$ cat src/rtl/utf8d_pkg.sv
// shared types, constants and result helpers for the utf-8 stream decoder
package utf8d_pkg;

   localparam int ByteW = 8;
   localparam int CpW = 21;
   localparam int RawW = 31;
   localparam int UsedW = 3;
   localparam int QueueDepth = 4;
   localparam int PtrW = $clog2(QueueDepth);
   localparam int CntW = $clog2(QueueDepth + 1);

   localparam logic [CpW-1:0] Replacement = 21'h00FFFD;
   localparam logic [RawW-1:0] CodeMax = 31'h0010FFFF;
   localparam logic [RawW-1:0] SurrLo = 31'h0000D800;
   localparam logic [RawW-1:0] SurrHi = 31'h0000DFFF;
   localparam logic [15:0] NonCharLo = 16'hFFFE;
   localparam logic [15:0] NonCharHi = 16'hFFFF;

   typedef enum logic [1:0] {
      LEAD_ASCII,
      LEAD_MULTI,
      LEAD_INVALID
   } lead_kind_type;

   typedef struct packed {
      logic [CpW-1:0]   code_point;
      logic [RawW-1:0]  raw_value;
      logic             replaced;
      logic [UsedW-1:0] bytes_used;
      logic             last_result;
   } rsp_type;

   typedef struct packed {
      logic [1:0] count;
      rsp_type    first;
      rsp_type    second;
   } push_type;

   function automatic logic [UsedW-1:0] need_len(input logic [RawW-1:0] v);
      logic [UsedW-1:0] n;
      if (v < 31'h80) begin
         n = 3'd1;
      end else if (v < 31'h800) begin
         n = 3'd2;
      end else if (v < 31'h10000) begin
         n = 3'd3;
      end else if (v < 31'h200000) begin
         n = 3'd4;
      end else if (v < 31'h4000000) begin
         n = 3'd5;
      end else begin
         n = 3'd6;
      end
      return n;
   endfunction

   function automatic logic is_bad(input logic [RawW-1:0] v, input logic [UsedW-1:0] len);
      logic bad;
      bad = (v[15:0] == NonCharLo) || (v[15:0] == NonCharHi) || (v == '0) ||
            (v > CodeMax) || ((v >= SurrLo) && (v <= SurrHi)) ||
            (need_len(v) != len);
      return bad;
   endfunction

   function automatic rsp_type done_rsp(input logic [RawW-1:0] v,
                                        input logic [UsedW-1:0] len);
      rsp_type r;
      logic    bad;
      bad = is_bad(v, len);
      r.code_point = bad ? Replacement : v[CpW-1:0];
      r.raw_value = v;
      r.replaced = bad;
      r.bytes_used = len;
      r.last_result = 1'b0;
      return r;
   endfunction

   function automatic rsp_type rep_rsp(input logic [RawW-1:0] raw,
                                       input logic [UsedW-1:0] used);
      rsp_type r;
      r.code_point = Replacement;
      r.raw_value = raw;
      r.replaced = 1'b1;
      r.bytes_used = used;
      r.last_result = 1'b0;
      return r;
   endfunction

endpackage

$ cat src/rtl/utf8d_req_if.sv
// byte channel into the decoder
interface utf8d_req_if;
   import utf8d_pkg::*;

   logic             valid;
   logic             ready;
   logic [ByteW-1:0] data_byte;
   logic             buffer_end;

   modport source (output valid, output data_byte, output buffer_end, input ready);
   modport sink (input valid, input data_byte, input buffer_end, output ready);
endinterface

$ cat src/rtl/utf8d_rsp_if.sv
// result channel out of the decoder
interface utf8d_rsp_if;
   import utf8d_pkg::*;

   logic             valid;
   logic             ready;
   logic [CpW-1:0]   code_point;
   logic [RawW-1:0]  raw_value;
   logic             replaced;
   logic [UsedW-1:0] bytes_used;
   logic             last_result;

   modport source (output valid, output code_point, output raw_value, output replaced,
                   output bytes_used, output last_result, input ready);
   modport sink (input valid, input code_point, input raw_value, input replaced,
                 input bytes_used, input last_result, output ready);
endinterface

$ cat src/rtl/utf8_stream_decoder.sv
// top level of the utf-8 stream decoder
// Takes one byte per transfer and decodes 1 to 6 byte sequences into code points, giving
// U+FFFD for invalid, broken, truncated, overlong, NUL, surrogate, out-of-range and
// noncharacter input. One byte per cycle is sustained while the result side keeps up and
// the queue has room: the sequence state and all checks sit in one level of logic between
// the state registers and a four-entry result queue. A byte that breaks an open sequence
// gives two results when that byte also ends in a result of its own, else one; req_ch.ready
// is low while fewer than two queue entries are free.
module utf8_stream_decoder (
   input  logic               clock,
   input  logic               reset,
   utf8d_req_if.sink          req_ch,
   utf8d_rsp_if.source        rsp_ch
);
   import utf8d_pkg::*;

   push_type push;
   rsp_type  head;
   logic     accept;
   logic     pop;
   logic     not_empty;
   logic     has_room;

   assign req_ch.ready = has_room;
   assign accept = req_ch.valid & has_room;
   assign pop = not_empty & rsp_ch.ready;

   utf8d_decode u_decode (
      .clock      (clock),
      .reset      (reset),
      .accept     (accept),
      .data_byte  (req_ch.data_byte),
      .buffer_end (req_ch.buffer_end),
      .push       (push)
   );

   utf8d_rsp_queue u_queue (
      .clock     (clock),
      .reset     (reset),
      .push      (push),
      .pop       (pop),
      .head      (head),
      .not_empty (not_empty),
      .has_room  (has_room)
   );

   assign rsp_ch.valid = not_empty;
   assign rsp_ch.code_point = head.code_point;
   assign rsp_ch.raw_value = head.raw_value;
   assign rsp_ch.replaced = head.replaced;
   assign rsp_ch.bytes_used = head.bytes_used;
   assign rsp_ch.last_result = head.last_result;
endmodule

$ cat src/rtl/utf8d_decode.sv
// sequence state and per-byte decode into zero, one or two results
module utf8d_decode (
   input  logic                            clock,
   input  logic                            reset,
   input  logic                            accept,
   input  logic [utf8d_pkg::ByteW-1:0]     data_byte,
   input  logic                            buffer_end,
   output utf8d_pkg::push_type             push
);
   import utf8d_pkg::*;

   logic [RawW-1:0]  pv_ff, pv_in;
   logic [UsedW-1:0] rem_ff, rem_in;
   logic [UsedW-1:0] len_ff, len_in;

   lead_kind_type    lead_kind;
   logic [UsedW-1:0] lead_rem;
   logic [RawW-1:0]  lead_val;
   logic             lead_emit;
   rsp_type          lead_rsp;
   logic [UsedW-1:0] taken;
   logic [RawW-1:0]  cont_val;
   logic [UsedW-1:0] rem_dec;

   always_comb begin
      lead_kind = LEAD_MULTI;
      lead_rem = 3'd0;
      lead_val = '0;
      if (!data_byte[7]) begin
         lead_kind = LEAD_ASCII;
      end else if (data_byte[7:5] == 3'b110) begin
         lead_rem = 3'd1;
         lead_val = {26'b0, data_byte[4:0]};
      end else if (data_byte[7:4] == 4'b1110) begin
         lead_rem = 3'd2;
         lead_val = {27'b0, data_byte[3:0]};
      end else if (data_byte[7:3] == 5'b11110) begin
         lead_rem = 3'd3;
         lead_val = {28'b0, data_byte[2:0]};
      end else if (data_byte[7:2] == 6'b111110) begin
         lead_rem = 3'd4;
         lead_val = {29'b0, data_byte[1:0]};
      end else if (data_byte[7:1] == 7'b1111110) begin
         lead_rem = 3'd5;
         lead_val = {30'b0, data_byte[0]};
      end else begin
         lead_kind = LEAD_INVALID;
      end
   end

   always_comb begin
      lead_emit = 1'b1;
      unique case (lead_kind)
         LEAD_ASCII: begin
            lead_rsp = done_rsp({23'b0, data_byte}, 3'd1);
         end
         LEAD_INVALID: begin
            lead_rsp = rep_rsp({23'b0, data_byte}, 3'd1);
         end
         default: begin
            lead_rsp = rep_rsp(lead_val, 3'd1);
            lead_emit = buffer_end;
         end
      endcase
   end

   always_comb begin
      taken = (len_ff > rem_ff) ? len_ff - rem_ff : 3'd1;
      cont_val = {pv_ff[RawW-7:0], data_byte[5:0]};
      rem_dec = rem_ff - 3'd1;

      pv_in = pv_ff;
      rem_in = rem_ff;
      len_in = len_ff;
      push.count = 2'd0;
      push.first = lead_rsp;
      push.second = lead_rsp;

      if (accept) begin
         if (rem_ff == 3'd0) begin
            if (lead_emit) begin
               push.count = 2'd1;
            end else begin
               pv_in = lead_val;
               rem_in = lead_rem;
               len_in = lead_rem + 3'd1;
            end
         end else if (data_byte[7:6] == 2'b10) begin
            pv_in = cont_val;
            rem_in = rem_dec;
            if (rem_dec == 3'd0) begin
               push.count = 2'd1;
               push.first = done_rsp(cont_val, len_ff);
               pv_in = '0;
               len_in = 3'd0;
            end else if (buffer_end) begin
               push.count = 2'd1;
               push.first = rep_rsp(cont_val, taken + 3'd1);
               pv_in = '0;
               rem_in = 3'd0;
               len_in = 3'd0;
            end
         end else begin
            push.first = rep_rsp(pv_ff, taken);
            if (lead_emit) begin
               push.count = 2'd2;
               pv_in = '0;
               rem_in = 3'd0;
               len_in = 3'd0;
            end else begin
               push.count = 2'd1;
               pv_in = lead_val;
               rem_in = lead_rem;
               len_in = lead_rem + 3'd1;
            end
         end
      end

      push.first.last_result = (push.count == 2'd1);
      push.second.last_result = (push.count == 2'd2);
   end

   always_ff @(posedge clock) begin
      if (reset) begin
         pv_ff <= '0;
         rem_ff <= '0;
         len_ff <= '0;
      end else begin
         pv_ff <= pv_in;
         rem_ff <= rem_in;
         len_ff <= len_in;
      end
   end

   // owed bytes always fall short of the sequence length by at least the lead byte
   a_len_covers_rem: assert property (@(posedge clock) disable iff (reset)
      rem_ff != 3'd0 |-> (len_ff > rem_ff) && (len_ff <= 3'd6))
      else $error("sequence length does not cover owed bytes");

   // two results only when an open sequence is broken
   a_two_only_on_break: assert property (@(posedge clock) disable iff (reset)
      push.count == 2'd2 |-> accept && (rem_ff != 3'd0) && (data_byte[7:6] != 2'b10))
      else $error("second result without a broken sequence");

   // buffer end leaves no sequence open
   a_end_flushes: assert property (@(posedge clock) disable iff (reset)
      accept && buffer_end |=> rem_ff == 3'd0)
      else $error("sequence still open after buffer end");

   // nothing is produced without a transfer
   a_no_result_idle: assert property (@(posedge clock) disable iff (reset)
      !accept |-> push.count == 2'd0)
      else $error("result produced without a transfer");
endmodule

$ cat src/rtl/utf8d_rsp_queue.sv
// small result queue, up to two writes per cycle, one read
module utf8d_rsp_queue (
   input  logic                 clock,
   input  logic                 reset,
   input  utf8d_pkg::push_type  push,
   input  logic                 pop,
   output utf8d_pkg::rsp_type   head,
   output logic                 not_empty,
   output logic                 has_room
);
   import utf8d_pkg::*;

   rsp_type         mem_ff [QueueDepth];
   logic [PtrW-1:0] wr_ff, wr_in;
   logic [PtrW-1:0] rd_ff, rd_in;
   logic [CntW-1:0] count_ff, count_in;

   always_comb begin
      wr_in = wr_ff + PtrW'(push.count);
      rd_in = rd_ff + PtrW'(pop);
      count_in = count_ff + CntW'(push.count) - CntW'(pop);
      head = mem_ff[rd_ff];
      not_empty = (count_ff != '0);
      has_room = (count_ff <= CntW'(QueueDepth - 2));
   end

   always_ff @(posedge clock) begin
      if (push.count != 2'd0) begin
         mem_ff[wr_ff] <= push.first;
      end
      if (push.count == 2'd2) begin
         mem_ff[wr_ff + PtrW'(1)] <= push.second;
      end
   end

   always_ff @(posedge clock) begin
      if (reset) begin
         wr_ff <= '0;
         rd_ff <= '0;
         count_ff <= '0;
      end else begin
         wr_ff <= wr_in;
         rd_ff <= rd_in;
         count_ff <= count_in;
      end
   end

   a_push_fits: assert property (@(posedge clock) disable iff (reset)
      push.count != 2'd0 |-> count_ff <= CntW'(QueueDepth - 2))
      else $error("push into a queue without room");

   a_no_pop_empty: assert property (@(posedge clock) disable iff (reset)
      pop |-> count_ff != '0)
      else $error("pop from an empty queue");

   a_count_tracks: assert property (@(posedge clock) disable iff (reset)
      pop && (push.count == 2'd0) |=> count_ff == $past(count_ff) - CntW'(1))
      else $error("count did not drop after a pop");

   a_ptr_gap: assert property (@(posedge clock) disable iff (reset)
      PtrW'(wr_ff - rd_ff) == PtrW'(count_ff))
      else $error("pointers disagree with count");
endmodule

$ cat src/flat_wrapper.sv
// flat-port wrapper written by rule: the top's interface ports become plain ports
module utf8_stream_decoder_flat import utf8d_pkg::*;
  (clock, reset, req_ch_valid, req_ch_data_byte, req_ch_buffer_end, req_ch_ready, rsp_ch_valid, rsp_ch_code_point, rsp_ch_raw_value, rsp_ch_replaced, rsp_ch_bytes_used, rsp_ch_last_result, rsp_ch_ready);
  utf8d_req_if req_ch_i ();
  utf8d_rsp_if rsp_ch_i ();
  input  logic clock;
  input  logic reset;
  input wire logic [$bits(req_ch_i.valid)-1:0] req_ch_valid;
  input wire logic [$bits(req_ch_i.data_byte)-1:0] req_ch_data_byte;
  input wire logic [$bits(req_ch_i.buffer_end)-1:0] req_ch_buffer_end;
  output wire logic [$bits(req_ch_i.ready)-1:0] req_ch_ready;
  output wire logic [$bits(rsp_ch_i.valid)-1:0] rsp_ch_valid;
  output wire logic [$bits(rsp_ch_i.code_point)-1:0] rsp_ch_code_point;
  output wire logic [$bits(rsp_ch_i.raw_value)-1:0] rsp_ch_raw_value;
  output wire logic [$bits(rsp_ch_i.replaced)-1:0] rsp_ch_replaced;
  output wire logic [$bits(rsp_ch_i.bytes_used)-1:0] rsp_ch_bytes_used;
  output wire logic [$bits(rsp_ch_i.last_result)-1:0] rsp_ch_last_result;
  input wire logic [$bits(rsp_ch_i.ready)-1:0] rsp_ch_ready;
  assign req_ch_i.valid = req_ch_valid;
  assign req_ch_i.data_byte = req_ch_data_byte;
  assign req_ch_i.buffer_end = req_ch_buffer_end;
  assign req_ch_ready = req_ch_i.ready;
  assign rsp_ch_valid = rsp_ch_i.valid;
  assign rsp_ch_code_point = rsp_ch_i.code_point;
  assign rsp_ch_raw_value = rsp_ch_i.raw_value;
  assign rsp_ch_replaced = rsp_ch_i.replaced;
  assign rsp_ch_bytes_used = rsp_ch_i.bytes_used;
  assign rsp_ch_last_result = rsp_ch_i.last_result;
  assign rsp_ch_i.ready = rsp_ch_ready;
  utf8_stream_decoder u_core (.clock(clock), .reset(reset), .req_ch(req_ch_i), .rsp_ch(rsp_ch_i));
endmodule
$ cat config.mk
export PLATFORM = sky130hd
export DESIGN_NAME = utf8_stream_decoder_flat
export DESIGN_NICKNAME = d
export VERILOG_FILES = /design/src/rtl/utf8d_pkg.sv /design/src/rtl/utf8d_req_if.sv /design/src/rtl/utf8d_rsp_if.sv /design/src/rtl/utf8_stream_decoder.sv /design/src/rtl/utf8d_decode.sv /design/src/rtl/utf8d_rsp_queue.sv /design/src/flat_wrapper.sv
export SDC_FILE = /design/constraint.sdc
export NUM_CORES = 1
export LEC_CHECK = 0
export ABC_AREA = 1
export BUFFER_PORTS_ARGS = -buffer_cell sky130_fd_sc_hd__buf_2
export CAP_MARGIN = 20
export CELL_PAD_IN_SITES_DETAIL_PLACEMENT = 2
export CELL_PAD_IN_SITES_GLOBAL_PLACEMENT = 2
export CORE_ASPECT_RATIO = 1.4
export CORE_MARGIN = 2
export CORE_UTILIZATION = 39
export DETAILED_ROUTE_END_ITERATION = 10
export PLACE_DENSITY_LB_ADDON = 0.15
export RECOVER_POWER = 100
export SLEW_MARGIN = 0
export SYNTH_ARGS = -nofsm -noshare
export SYNTH_HDL_FRONTEND = slang
export SYNTH_SLANG_ARGS = --single-unit
$ cat constraint.sdc
create_clock -name clock -period 4.9 [get_ports clock]
set_input_delay 0.245 -clock clock [delete_from_list [all_inputs] [get_ports clock]]
set_output_delay 0.245 -clock clock [all_outputs]
set_load 0.02 [all_outputs]
==> impl_results.md, run 1 <==
* Status: complete, but fails checks
* Failing checks: max-capacitance violations, max-slew violations
* GR Overflow Total at 0
* CTS buffer count at 29
* Setup total negative slack at 0 ns
* Asr flop ratio synth at 0
* Leak pwr at 6.15 nW
* RSZ-0062 raised after global routing: no
* GRT Resource Usage Total at 0.296
* Commonest cells after routing, fill and taps aside: nand2_1, nor2_1, o21ai_0
* Worst-Skew Late Latency at 0.59 ns
* Number of global-route vias before repair at 14401
* Initial drt markers at 616
* Share of layout cells above drive strength 1 at 0.0565
* Clock power frac at 0.233
* Seq/Total Area, Yosys at 0.477
* Max Clock Skew at 0.0208 ns
* Syn Inst Count at 1800
* Seq cells post-synth at 272
* Sw power at 4.21 mW
* Initial antenna violation count at 0
* Core footprint at 34200 um2
* Routed WL at 53.2 mm
* Yosys synthesis warning count at 0
* Peak VDD IR at 0.000280 V
* Initial DRT Pass Iterations at 5
* Worst endpoint required time at 5.16 ns
* PD cells at 634 nW/um2
* Largest net degree at the start of global routing at 80
* First-pass GRT wire length at 83.6 mm
* Post-layout nets at 1847
* Fin. max-slew vios at 116
* Starting Density at 0.397
* Final Wtd Congestion at 0.950
* FF/Latch Area at 6490 um2
* Fin crit period at 4.17 ns
* Worst-path clk slew at 0.06 ns
* CTS tree: yes
* Synth Flop Type: dfxtp_1
* Root Buffer: clkbuf_16
* Via count at 12973
* Antenna diodes at 0
* Area grow syn2layout at 10.6%
* Avg Cell Area, Syn at 7.55 um2
* Dpl hpwl at 36.2 mm
* Tightest Pin Transition at 1.65 ns
* Post-synth cell types at 46
* Pint at 5.32 mW
* Post-CTS setup buffers at 0
* Maximum clock path buffer count at 3
* CP Capture Type: register
* Pre-CTS setup slack at 1.17 ns
* Commonest non-fill, non-tap cell in the layout: nand2_1
* I/O pin count at 72
* Chip width at 162 um
* Comb pwr share at 0.408
* Synth Cell Area at 13600 um2
* Post-route DRC at 0
* Worst R2R Start: u_core.u_decode.rem_ff[0]$_SDFFE_PP0P_
* Post-CTS sizing at 0
* CTS H-tree depth at 1
* Max-cap check violation count at 2
* Post-detailed-route via-to-cell ratio at 5.66
* CP Launch Point: u_core.u_decode.rem_ff[0]$_SDFFE_PP0P_
* Slew headroom at -0.103
* Fmax at 0.240 GHz
* Crit share post-route at 0.851
* Mapped Nets at 1828
* Worst setup path category: register to register
* Fin util at 0.439
* Clock sinks at 272
* Die area at 36400 um2
* Startpoint Class: register
* Flop pwr share at 0.359
* Input/output buffers at 71
* Multi-input logic area at 6000 um2
* Overall Power at 9.53 mW
* Sw Share at 0.442
* Hold Vio Cnt, Final at 0
* CP Max Fanout at 28
* Chip height at 225 um
* Crit path DAT at 4.43 ns
* Drt wl/cell at 23.2 um
* Hold_sp: req_ch_data_byte[3]
* # setup viols final at 0
* Site Rows at 80
* Post-synth EDFFs at 104
* Antenna Nets Post-Route at 0
* Fill count at 4061
* # hold bufs at CTS at 1
* Worst setup margin at 0.732 ns
* Hold WC Path Type: primary input to register
## worst max-delay path: stages, from the launching register on
cell and delay [ns]:
dfxtp_1 0.42, inv_1 0.10, ha_1 0.20, nand2_1 0.11, inv_1 0.10, nor2_4 0.20
inv_2 0.18, nor2_8 0.27, inv_2 0.19, nor2_2 0.22, inv_4 0.11, nor2_4 0.27
inv_1 0.61, nand2_2 0.55, buf_12 0.28
## kinds of logic (layout without fill, tap and decap cells)
logic type | after synthesis | in the layout | share of synthesized area
buf+inv | 259 | 301 | 0.0793
compound gates | 439 | 439 | 0.177
xor+xnor | 7 | 7 | 0.00451
fa+ha+maj | 15 | 15 | 0.0149
simple gates | 808 | 808 | 0.247
flops | 272 | 272 | 0.477
## synthesized netlist by cell type, types with 2 or more instances
cell | instances | area, um2
o22ai_1 | 70 | 438
nand2_4 | 3 | 33.8
nor2_2 | 3 | 18.8
o21ai_0 | 191 | 956
buf_4 | 9 | 67.6
buf_6 | 4 | 45.0
a221oi_1 | 4 | 35.0
nor3_1 | 14 | 70.1
dfxtp_1 | 168 | 3360
fa_1 | 2 | 40.0
nand4_1 | 3 | 18.8
ha_1 | 13 | 163
o21ai_1 | 33 | 165
clkbuf_1 | 63 | 236
nor2_4 | 4 | 45.0
a211oi_1 | 24 | 180
nand3_2 | 2 | 20.0
xnor2_1 | 4 | 35.0
a22oi_1 | 10 | 75.1
nor2_1 | 260 | 976
a21oi_1 | 98 | 490
buf_1 | 3 | 11.3
nand3_1 | 130 | 651
clkinv_1 | 3 | 11.3
xor2_1 | 3 | 26.3
inv_1 | 132 | 495
nand2_2 | 6 | 37.5
inv_2 | 13 | 48.8
edfxtp_1 | 104 | 3120
nand2_1 | 379 | 1420
buf_2 | 30 | 150
## final timing paths
path              slack [ns]  depth (start not counted)                                        end
setup / recovery        0.73                         14     u_core.u_queue.mem_ff[2][36]$_DFFE_PP_
hold / removal          0.02                          3      u_core.u_decode.pv_ff[3]$_SDFFE_PP0P_
setup reg to reg        0.73                         14     u_core.u_queue.mem_ff[2][36]$_DFFE_PP_
hold reg to reg         0.47                          2  u_core.u_queue.mem_ff[1][20]$_SDFFE_PP0P_
## area by class of cell
type                            count  share of cell area
Multi-Input combinational cell   1269               0.399
Timing Repair Buffer               98              0.0325
Tap cell                          451              0.0375
Inverter                          149              0.0375
Sequential cell                   272               0.431
Clock inverter                     18              0.0115
Clock buffer                       36              0.0500
## power groups by stage
stage / Clock [mW] / Combinational [mW] / Sequential [mW]
2_1_floorplan: 0 / 2.73 / 3.31
3_3_place_gp: 0 / 3.81 / 3.41
3_5_place_dp: 0 / 3.98 / 3.46
4_1_cts: 2.26 / 4.03 / 3.42
5_1_grt: 2.33 / 4.35 / 3.49
6_report: 2.22 / 3.88 / 3.42
## metal layers
metal  up-vias  wire, um  global-route usage
met3       131      1850              0.0339
met2       264     28200               0.557
li1       6069         -                   -
met5         -         0                   0
met1      6509     20300               0.327
met4         0      2800               0.150
## flip-flops by register name, indices dropped and copies added, names as in the netlist
signal	cells
u_core.u_decode.len_ff	3
u_core.u_decode.pv_ff	31
u_core.u_decode.rem_ff	3
u_core.u_queue.count_ff	3
u_core.u_queue.mem_ff	228
u_core.u_queue.rd_ff	2
u_core.u_queue.wr_ff	2
## through the flow
stage	instance area, um2	cells	hold WS (ns)
2_1_floorplan	13600	1800	0.391
3_3_place_gp	14200	2237	0.443
3_5_place_dp	14200	2237	0.457
4_1_cts	15100	2292	0.00956
5_1_grt	15000	2293	0.0266
6_report	15000	2293	0.0175
Note: power is estimated with default switching activity, not from simulation.
==> inputs of run 2 (changes only) <==
- ABC_AREA: 1 -> unset
- CORE_UTILIZATION: 39 -> 43
==> run 2 against run 1 <==
Compared with the run above: the run still ends with max-capacitance violations, max-slew violations left; register-to-register slack worse by 0.06 ns; total power fell by 30%; synthesized area is 6.5% lower; flip-flop and latch count did not move.
==> impl_results.md, run 2 <==
* Sw power at 2.16 mW
* Synth Cell Area at 12700 um2
* Final Wtd Congestion at 0.908
* Fin. max-slew vios at 95
* Maximum clock path buffer count at 3
* Startpoint Class: register
* Worst setup path category: register to register
* Failing checks: max-capacitance violations, max-slew violations
* Post-CTS sizing at 0
* Overall Power at 6.68 mW
* Status: complete, but fails checks
* RSZ-0062 raised after global routing: no
* Post-CTS setup buffers at 0
* Most used cell, CP: inv_1
* Die area at 31000 um2
* Max Clock Skew at 0.00954 ns
* CTS H-tree depth at 1
* Seq cells post-synth at 272
* Sw Share at 0.323
* Fmax at 0.237 GHz
* CTS tree: yes
* CP max stage cell: o21ai_0
* Initial antenna violation count at 0
* First-pass GRT wire length at 68.7 mm
* Routed WL at 44.5 mm
* Synth cell count leaders: o21ai_0, dfxtp_1, nand3_1
* Setup total negative slack at 0 ns
* # hold bufs at CTS at 0
* Asr flop ratio synth at 0
* Peak VDD IR at 0.000415 V
* Seq/Total Area, Yosys at 0.511
* Count leader, synth: o21ai_0
* Largest registers: u_core.u_queue.mem_ff (228), u_core.u_decode.pv_ff (31)
* Commonest non-fill, non-tap cell in the layout: o21ai_0
* Hold Vio Cnt, Final at 0
* Root Buffer: clkbuf_16
* Mapped Nets at 1265
* CP Capture Type: register
* Clock power frac at 0.371
* CTS buffer count at 30
* Hold WC Path Type: primary input to register
* Hold Slack at 0.0750 ns
* Pint at 4.53 mW
* Via count at 10448
* Fin crit period at 4.22 ns
* Max FFs per register at 228
* Commonest cells after routing, fill and taps aside: o21ai_0, dfxtp_1, nand3_1
* Chip height at 207 um
* Max-cap check violation count at 4
* Yosys synthesis warning count at 0
* Post-synth top area share at 0.265
* Tightest Pin Transition at 1.99 ns
* Share of layout cells above drive strength 1 at 0.136
* Input/output buffers at 71
* Area grow syn2layout at 13.1%
* Leak pwr at 4.79 nW
* Crit-path leading delay family: compound AO/OA/AOI/OAI gates
* Crit path DAT at 4.42 ns
* Synth Flop Type: dfxtp_1
* Crit share post-route at 0.862
* I/O pin count at 72
* # setup viols final at 0
* Worst-path clk slew at 0.07 ns
* Buf/Inv on CP at 3
* Initial DRT Pass Iterations at 4
* Cells on Worst Hold Path at 3
* Comb pwr share at 0.223
* CP max stage delay at 1.11 ns
* Starting Density at 0.436
* Post-synth EDFFs at 104
* Antenna Nets Post-Route at 0
* GR Overflow Total at 0
* Antenna diodes at 0
* Worst-Skew Late Latency at 0.58 ns
* Drt wl/cell at 26.8 um
* Top reg by flops: u_core.u_queue.mem_ff
* Cell taking the most area after synthesis: dfxtp_1
* Largest net degree at the start of global routing at 79
* CP cell instances: inv_1 > ha_1 > inv_1 > a21oi_1 > o21ai_0 > nand3_2 > nand2_1 > clkbuf_2
* PD cells at 465 nW/um2
* Post-synth cell types at 61
* Dpl hpwl at 29.1 mm
* Chip width at 149 um
* Slew headroom at -0.326
* Initial drt markers at 541
* Syn Inst Count at 1237
* Post-route DRC at 0
* GRT Resource Usage Total at 0.289
* Number of global-route vias before repair at 11401
* Worst path depth at 8
* Post-layout nets at 1287
* Avg Cell Area, Syn at 10.3 um2
* Worst R2R Path Depth at 8
* Worst endpoint required time at 5.10 ns
* Clock sinks at 272
* Post-detailed-route via-to-cell ratio at 6.28
* CP Max Fanout at 26
* Flop pwr share at 0.406
* Top cells by area, synth: dfxtp_1, edfxtp_1, mux4_2
* Core footprint at 29200 um2
* Site Rows at 74
run 2: cell count changes in the layout (fill, tap and decap cells not counted), sizes merged, moves of 15 or more:
cell / change
nand2: -291
o22ai: -43
mux4: +57
a21oi: -38
o21a: +22
o21ai: -41
nand3: +28
a22oi: +15
a211oi: -16
nor2: -193
inv: -124
run 2: layer usage:
layer	up-vias	share of wire	routed length, um	track usage
met2	240	0.53	23700	0.529
met5	-	0	0	0
met4	0	0.039	1730	0.105
met1	5419	0.39	17500	0.343
met3	100	0.034	1530	0.0356
li1	4689	-	-	-
run 2: worst min-delay path, stage by stage:
cell	delay (ns)
buf_2	0.18
nand3_1	0.10
a21oi_1	0.07
run 2: metrics by stage:
step	worst slack (ns)	utilization	instance area, um2	cells
2_1_floorplan	1.94	-	12700	1237
3_3_place_gp	1.38	0.459	13400	1605
3_5_place_dp	1.16	0.460	13400	1606
4_1_cts	1.07	0.498	14500	1662
5_1_grt	0.413	0.493	14400	1663
6_report	0.677	0.493	14400	1663
run 2: power groups by stage:
stage	Sequential (mW)	Combinational (mW)	Clock, mW
6_report	2.71	1.49	2.48
5_1_grt	2.73	1.59	2.61
4_1_cts	2.71	1.54	2.53
3_5_place_dp	2.76	1.53	0
3_3_place_gp	2.74	1.48	0
2_1_floorplan	2.63	1.09	0
run 2: final cells by class:
| cell class | instances | area, um2 |
|---|---|---|
| Fill cell | 3058 | 14800 |
| Multi-Input combinational cell | 838 | 5730 |
| Clock inverter | 15 | 153 |
| Tap cell | 380 | 475 |
| Timing Repair Buffer | 98 | 504 |
| Inverter | 19 | 71.3 |
| Clock buffer | 41 | 938 |
| Sequential cell | 272 | 6490 |
run 2: final timing paths:
check                                                       startpoint                                     end  slack, ns
worst max register to register  u_core.u_decode.rem_ff[0]$_SDFFE_PP0P_   u_core.u_queue.mem_ff[1][0]$_DFFE_PP_       0.68
worst min-delay path                               req_ch_data_byte[2]   u_core.u_decode.pv_ff[2]$_SDFFE_PP0P_       0.07
worst min register to register  u_core.u_decode.pv_ff[29]$_SDFFE_PP0P_  u_core.u_decode.pv_ff[29]$_SDFFE_PP0P_       0.46
worst max-delay path            u_core.u_decode.rem_ff[0]$_SDFFE_PP0P_   u_core.u_queue.mem_ff[1][0]$_DFFE_PP_       0.68
run 2: logic make-up after synthesis:
group                      after synthesis  share of synthesized area
and+or+nand+nor                        390                      0.144
AOI/OAI and AO/OA                      367                      0.183
DFF                                    272                      0.511
buffers and inverters                  127                     0.0386
muxes                                   58                      0.102
adders and majority gates               15                     0.0160
xor gates and xnor gates                 8                    0.00552
